==> src/sv/rmq_pkg.sv <==
// ----------------------------------------------------------------------------
// rmq_pkg: shared types and constants for rotation matrix to quaternion
// Fixed-point format, pipeline payload structs for the sqrt and divide chains.
// ----------------------------------------------------------------------------
package rmq_pkg;

  localparam int unsigned FRAC_BITS = 30;
  localparam int unsigned VW        = 36;   // signed width of the unnormalized vector
  localparam int unsigned MW        = 31;   // magnitude width after range shift
  localparam int unsigned SW        = 64;   // sum of squares width
  localparam int unsigned RW        = 32;   // root width
  localparam int unsigned DW        = 64;   // divider remainder width
  localparam int unsigned NCELL     = 32;   // cells in each chain

  typedef logic [MW-1:0] mag_t;

  typedef struct packed {
    logic             deg;
    logic [3:0]       neg;
    logic [3:0][MW-1:0] mag;
  } lane_t;

  typedef struct packed {
    logic          valid;
    lane_t         lane;
    logic [SW-1:0] rem;
    logic [RW-1:0] root;
  } sqrt_t;

  typedef struct packed {
    logic               valid;
    logic               deg;
    logic [3:0]         neg;
    logic [RW-1:0]      den;
    logic [3:0][DW-1:0] rem;
    logic [3:0][RW-1:0] quo;
  } div_t;

endpackage

==> src/sv/rmq_div_cell.sv <==
// ----------------------------------------------------------------------------
// rmq_div_cell: one quotient bit for all four lanes of the normalizing divide
// Restoring step against the norm shifted up by idx.
// ----------------------------------------------------------------------------
module rmq_div_cell (
  input  logic          clk_i,
  input  logic          rst_ni,
  input  logic [4:0]    idx_i,
  input  rmq_pkg::div_t in_i,
  output rmq_pkg::div_t out_o
);
  import rmq_pkg::*;

  logic [DW-1:0] dv;
  div_t          d;
  logic          valid_q;
  div_t          pl_q;

  always_comb begin
    dv = DW'(in_i.den) << idx_i;
    d  = in_i;
    for (int i = 0; i < 4; i++) begin
      if (in_i.rem[i] >= dv) begin
        d.rem[i] = in_i.rem[i] - dv;
        d.quo[i] = in_i.quo[i] | (RW'(1) << idx_i);
      end
    end
  end

  always_ff @(posedge clk_i or negedge rst_ni) begin
    if (!rst_ni) begin
      valid_q <= 1'b0;
    end else begin
      valid_q <= in_i.valid;
    end
  end

  always_ff @(posedge clk_i) begin
    pl_q <= d;
  end

  always_comb begin
    out_o       = pl_q;
    out_o.valid = valid_q;
  end

endmodule
==> config.mk <==
export PLATFORM = sky130hd
export DESIGN_NAME = rmq_div_cell
export DESIGN_NICKNAME = d
export VERILOG_FILES = /design/src/sv/rmq_pkg.sv /design/src/sv/rmq_div_cell.sv
export SDC_FILE = /design/constraint.sdc
export NUM_CORES = 1
export LEC_CHECK = 0
export BUFFER_PORTS_ARGS = -buffer_cell sky130_fd_sc_hd__clkbuf_2
export CAP_MARGIN = 20
export CORE_AREA = 5 5 331 333
export CTS_BUF_LIST = sky130_fd_sc_hd__clkbuf_16
export DETAILED_ROUTE_END_ITERATION = 12
export DIE_AREA = 0 0 336 338
export PLACE_DENSITY_LB_ADDON = 0.25
export SETUP_SLACK_MARGIN = 0.5
export SLEW_MARGIN = 40
export SYNTH_ARGS = -nofsm -noshare
export SYNTH_HDL_FRONTEND = slang
export SYNTH_SLANG_ARGS = --single-unit
export TNS_END_PERCENT = 5
==> constraint.sdc <==
create_clock -name clk_i -period 0.8 [get_ports clk_i]
set_input_delay 0.04 -clock clk_i [delete_from_list [all_inputs] [get_ports clk_i]]
set_output_delay 0.04 -clock clk_i [all_outputs]
set_load 0.01 [all_outputs]
Yosys cells after proc, flatten, opt, wreduce, memory -nomap -nowiden. Cells that the tools add are included.

Add/subtract/negate cells: 4. Order comparisons: 4. Shifts and indexed selects: 2. Muxes and demuxes: 8. Bitwise gates (word level): 4.

Operator list (count): $ge 64x64->1 (4); $mux 64 (4); $sub 64x64->64 (4); $mux 32 (4); $or 32x32->32 (4); $shl 32x5->64 (1); $shl 1x5->32 const A (1).

Register bits: 422. Input port bits: 429. Output and inout bits: 422. Logic and storage cells: 34.

Depth between registers and ports, before layout.
Depth in word-level cells: 3. Gate-level depth with buffers: 25. Depth with buffers taken out: 20.

Worst setup path before layout. No wires, ideal clock.

Path kind: input-to-reg. Start: input port idx_i[0]. End: register pl_q (netlist bit out_o[36]). Setup time: 0.127 ns. Arrival: 5.201 ns. Required time: 0.673 ns. Slack: -4.528 ns. Stages: 22. Path buffers: 6. Cells stage by stage: clkbuf_1 buf_1 clkbuf_1 mux2i_1 mux2i_1 mux2_2 nand2_1 o21ai_0 a21oi_1 ha_1 clkbuf_1 a21o_1 a21o_1 a221oi_1 o221ai_1 a221oi_1 o32a_1 o211ai_1 a21oi_1 clkbuf_1 clkbuf_1 o21bai_1.

RTL lines: start, declared (RTL line rmq_div_cell.sv:8) `input logic [4:0] idx_i,`; end signal, assigned (RTL line rmq_div_cell.sv:39) `pl_q <= d;`; end, declared (RTL line rmq_div_cell.sv:17) `div_t pl_q;`.

==> flow_summary_export.csv <==
group,metric,value,unit
place,place_congestion,0.957,
synth,syn_area,0.0296,mm²
worst_setup_path,crit_required,1.35,ns
worst_setup_path,slowest_stage,"or4_4",
timing,period_needed,4.00,ns
place,io_buffers,850,
floorplan,initial_core_util,0.278,
drt,final_antenna_net_count,0,
synth,syn_nets,4447,
floorplan,rows,120,
pwr,p_switching,41.2,mW
synth,postSynthCellCount,3762,
worst_setup_path,slowest_delay,0.55,ns
drt,wl_per_cell,22.9,µm
synth,ys_seq_area_frac,0.286,
worst_setup_path,setup.worst_path.class,"input pin to flop",
place,hpwl,143000,µm
floorplan,die_area,0.114,mm²
clock_tree,numCtsBuffers,51,
worst_setup_path,critPathMaxFanout,10,
layout,fill_cells,10377,
synth,avgSynthCellArea,7.87,µm²
pwr,intPower,65.2,mW
clock_tree,clock-sinks,422,
layout,nets,6895,
timing,rsz0062_at_grt,"true",
layout,layout-drive-gt1-share,0.450,
pwr,p_leak,25.4,nW
global_route,grt_pass1_vias,38795,
floorplan,die_x,336,µm
timing,post-route-period-util,5.00,
timing,worst_pin_slew,0.578,ns
worst_hold_path,hold_path.class,"input pin to flop",
clock_tree,ctsRootBufferMaster,"clkbuf_16",
timing,finalHoldViolations,147,
drt,viasPerCell,4.99,
clock_tree,cts_tree,"built",
timing,hold_slack,-0.404,ns
layout,syn_to_final_growth,80.7,%
global_route,grt_antenna_before_repair,22,
timing,setup-tns-final,-1311.44,ns
drt,firstDrtPassIters,5,
global_route,grt_max_degree,42,
pwr,combPwrFrac,0.516,
synth,yosysWarnings,0,
pwr,power.total,106,mW
drt,drtIter0Drc,2217,
timing,drv_slew,0,
pwr,peakVddDrop,0.00170,V
synth,yosys_most_used_dff,"dfxtp_1",
timing,max_freq,250,MHz
clock_tree,clk_pin_slew,0.06,ns
timing,setup_violations,806,
worst_setup_path,cp.arrival,4.54,ns
worst_setup_path,worstPathCellList,"buf_12, buf_12, buf_12, mux2i_2, a21oi_2, a22oi_2, mux2i_4, buf_4, buf_4, a21oi_2, buf_6, buf_4, ha_1, nand4_1, or4_4, o21bai_4, o211a_1, o41ai_4, buf_4, buf_12, buf_4, or4_1, and3_1",
synth,ys_ff_latch,422,
place,dpl_worst_slack,-4.62,ns
floorplan,core-area,0.106,mm²
synth,synth-edff-count,0,
status,status,"complete, but fails checks",
pwr,p_per_area,1990,mW/mm²
worst_setup_path,critPathLaunchType,"input pin",
pwr,swShare,0.388,
clock_tree,clk_path_buf_depth,3,
drt,wirelength,176000,µm
worst_setup_path,cpMostUsedCell,"buf_4",
layout,multi_input_area,0.0221,mm²
global_route,grt.overflow.total,0,
global_route,track_usage,0.292,
pwr,seqPwrFrac,0.257,
status,violations,"hold timing, setup timing",
drt,remaining_drc_errors,0,
clock_tree,htree_levels,2,
flow_run,maxCapViolCount,0,
timing,maxSlewHeadroom,0.610,
drt,via_count,38216,
pwr,clkPwrFrac,0.226,
synth,synth.distinct_cells,83,
timing,setup_ws,-3.20,ns
synth,async_reset_ff_frac,0.00237,
global_route,grt_pass1_wl,247000,µm
worst_setup_path,cp-end-kind,"flop",
floorplan,ios,851,
layout,final-seq-area,0.00845,mm²
floorplan,die_height,338,µm
[stage by stage]
stage | hold WS [ns] | utilization | std cells | area [µm²]
detailed placement | -0.183 | 0.433 | 7214 | 46000
global route | -0.430 | 0.503 | 7656 | 53500
floorplan | -0.256 | - | 3762 | 29800
CTS | -0.444 | 0.490 | 7625 | 52100
finish | -0.404 | 0.503 | 7663 | 53500
global placement | -0.185 | 0.433 | 7214 | 46000
[metal layers]
layer	up-vias	wire length, µm	track usage
li1	18547	-	-
met3	330	12300	0.0684
met2	1298	84400	0.514
met5	-	113	0
met4	18	8790	0.123
met1	18023	70100	0.341
[Yosys cell counts, drive strengths merged (9+ instances only)]
cell type	n	share of area
a211oi	20	0.0051
a21boi	12	0.0030
a21o	174	0.044
a21oi	384	0.065
a221oi	12	0.0038
a31o	27	0.0080
a31oi	40	0.0085
and2	9	0.0019
and3	29	0.0061
and4	9	0.0027
buf	31	0.0052
clkbuf	180	0.023
dfxtp	421	0.28
ha	252	0.11
inv	82	0.010
mux2	37	0.014
mux2i	43	0.015
mux4	16	0.012
nand2	493	0.063
nand2b	43	0.0091
nand3	53	0.0090
nand4	80	0.017
nor2	262	0.033
nor2b	30	0.0063
nor3	45	0.0076
nor4	17	0.0036
o211ai	11	0.0028
o21a	39	0.0099
o21ai	345	0.058
o21bai	140	0.036
o31a	9	0.0027
o31ai	32	0.0081
or2	14	0.0030
or3	16	0.0034
xnor2	131	0.039
xor2	103	0.030
[worst paths after layout]
path	start	end	slack [ns]	cells past startpoint
worst max-delay path	idx_i[0]	out_o[377]	-3.20	23
worst min-delay path	in_i[88]	out_o[88]	-0.40	2
max in group asynchronous	rst_ni	valid_q	0.49	3
min in group asynchronous	rst_ni	valid_q	0.23	3
[sequential cells by signal (all words and copies together) (netlist names)]
| signal | cells |
|---|---|
| valid_q | 1 |
| out_o | 421 |
[cells by family (layout without fill, tap and decap cells)]
| group | count (synthesis) | count (layout) | share of synthesized area |
|---|---|---|---|
| compound gates | 1342 | 1342 | 0.286 |
| mux | 96 | 96 | 0.0408 |
| xor+xnor | 234 | 234 | 0.0693 |
| fa+ha+maj | 256 | 256 | 0.109 |
| buf+inv | 293 | 2782 | 0.0384 |
| simple gates | 1119 | 1119 | 0.170 |
| flops | 422 | 422 | 0.286 |
| other cells | 0 | 9 | 0 |
[cells in the final DEF, fill, tap and decap left out, drive strengths merged, types with 93 or more instances in the layout]
cell,n
ha,252
a21oi,384
o21ai,345
nor2,262
o21bai,140
dfxtp,421
xor2,103
clkbuf,903
dlygate4sd3,277
nand2,493
a21o,174
xnor2,131
inv,93
buf,1476
[final cells by class]
cell class	instances	area share
Timing Repair Buffer	2606	0.359
Inverter	82	0.00580
Sequential cell	422	0.158
Clock buffer	51	0.0239
Antenna cell	9	0.000421
Clock inverter	43	0.00793
Tap cell	1403	0.0328
Multi-Input combinational cell	3047	0.412
[worst max-delay path, delay by kind of cell]
kind                     cells  cell delay [ns]
buffers and inverters       10             1.36
AND/OR/NAND/NOR              4             1.36
AO/OA/AOI/OAI                6             1.07
multiplexers                 2             0.39
adder cells (fa/ha/maj)      1             0.29
[power groups by stage]
stage / logic, mW / registers [mW] / clock network (mW)
5_1_grt: 58.9 / 27.7 / 25.5
3_5_place_dp: 49.4 / 27.7 / 0
6_report: 54.9 / 27.4 / 24.1
4_1_cts: 53.0 / 27.4 / 24.7
3_3_place_gp: 49.6 / 27.8 / 0
2_1_floorplan: 19.6 / 29.4 / 0
[timing repair]
action / 4_1_cts / 5_1_grt
pin swaps: 52 / 88
setup endpoints to repair: 806 / 810
cloned: 8 / 3
buffers inserted: 33 / 25
gates resized for setup: 266 / 237
endpoints found under the hold margin: 423 / 149
hold buffers: 276 / 1
(Power assumes the default switching activity.)
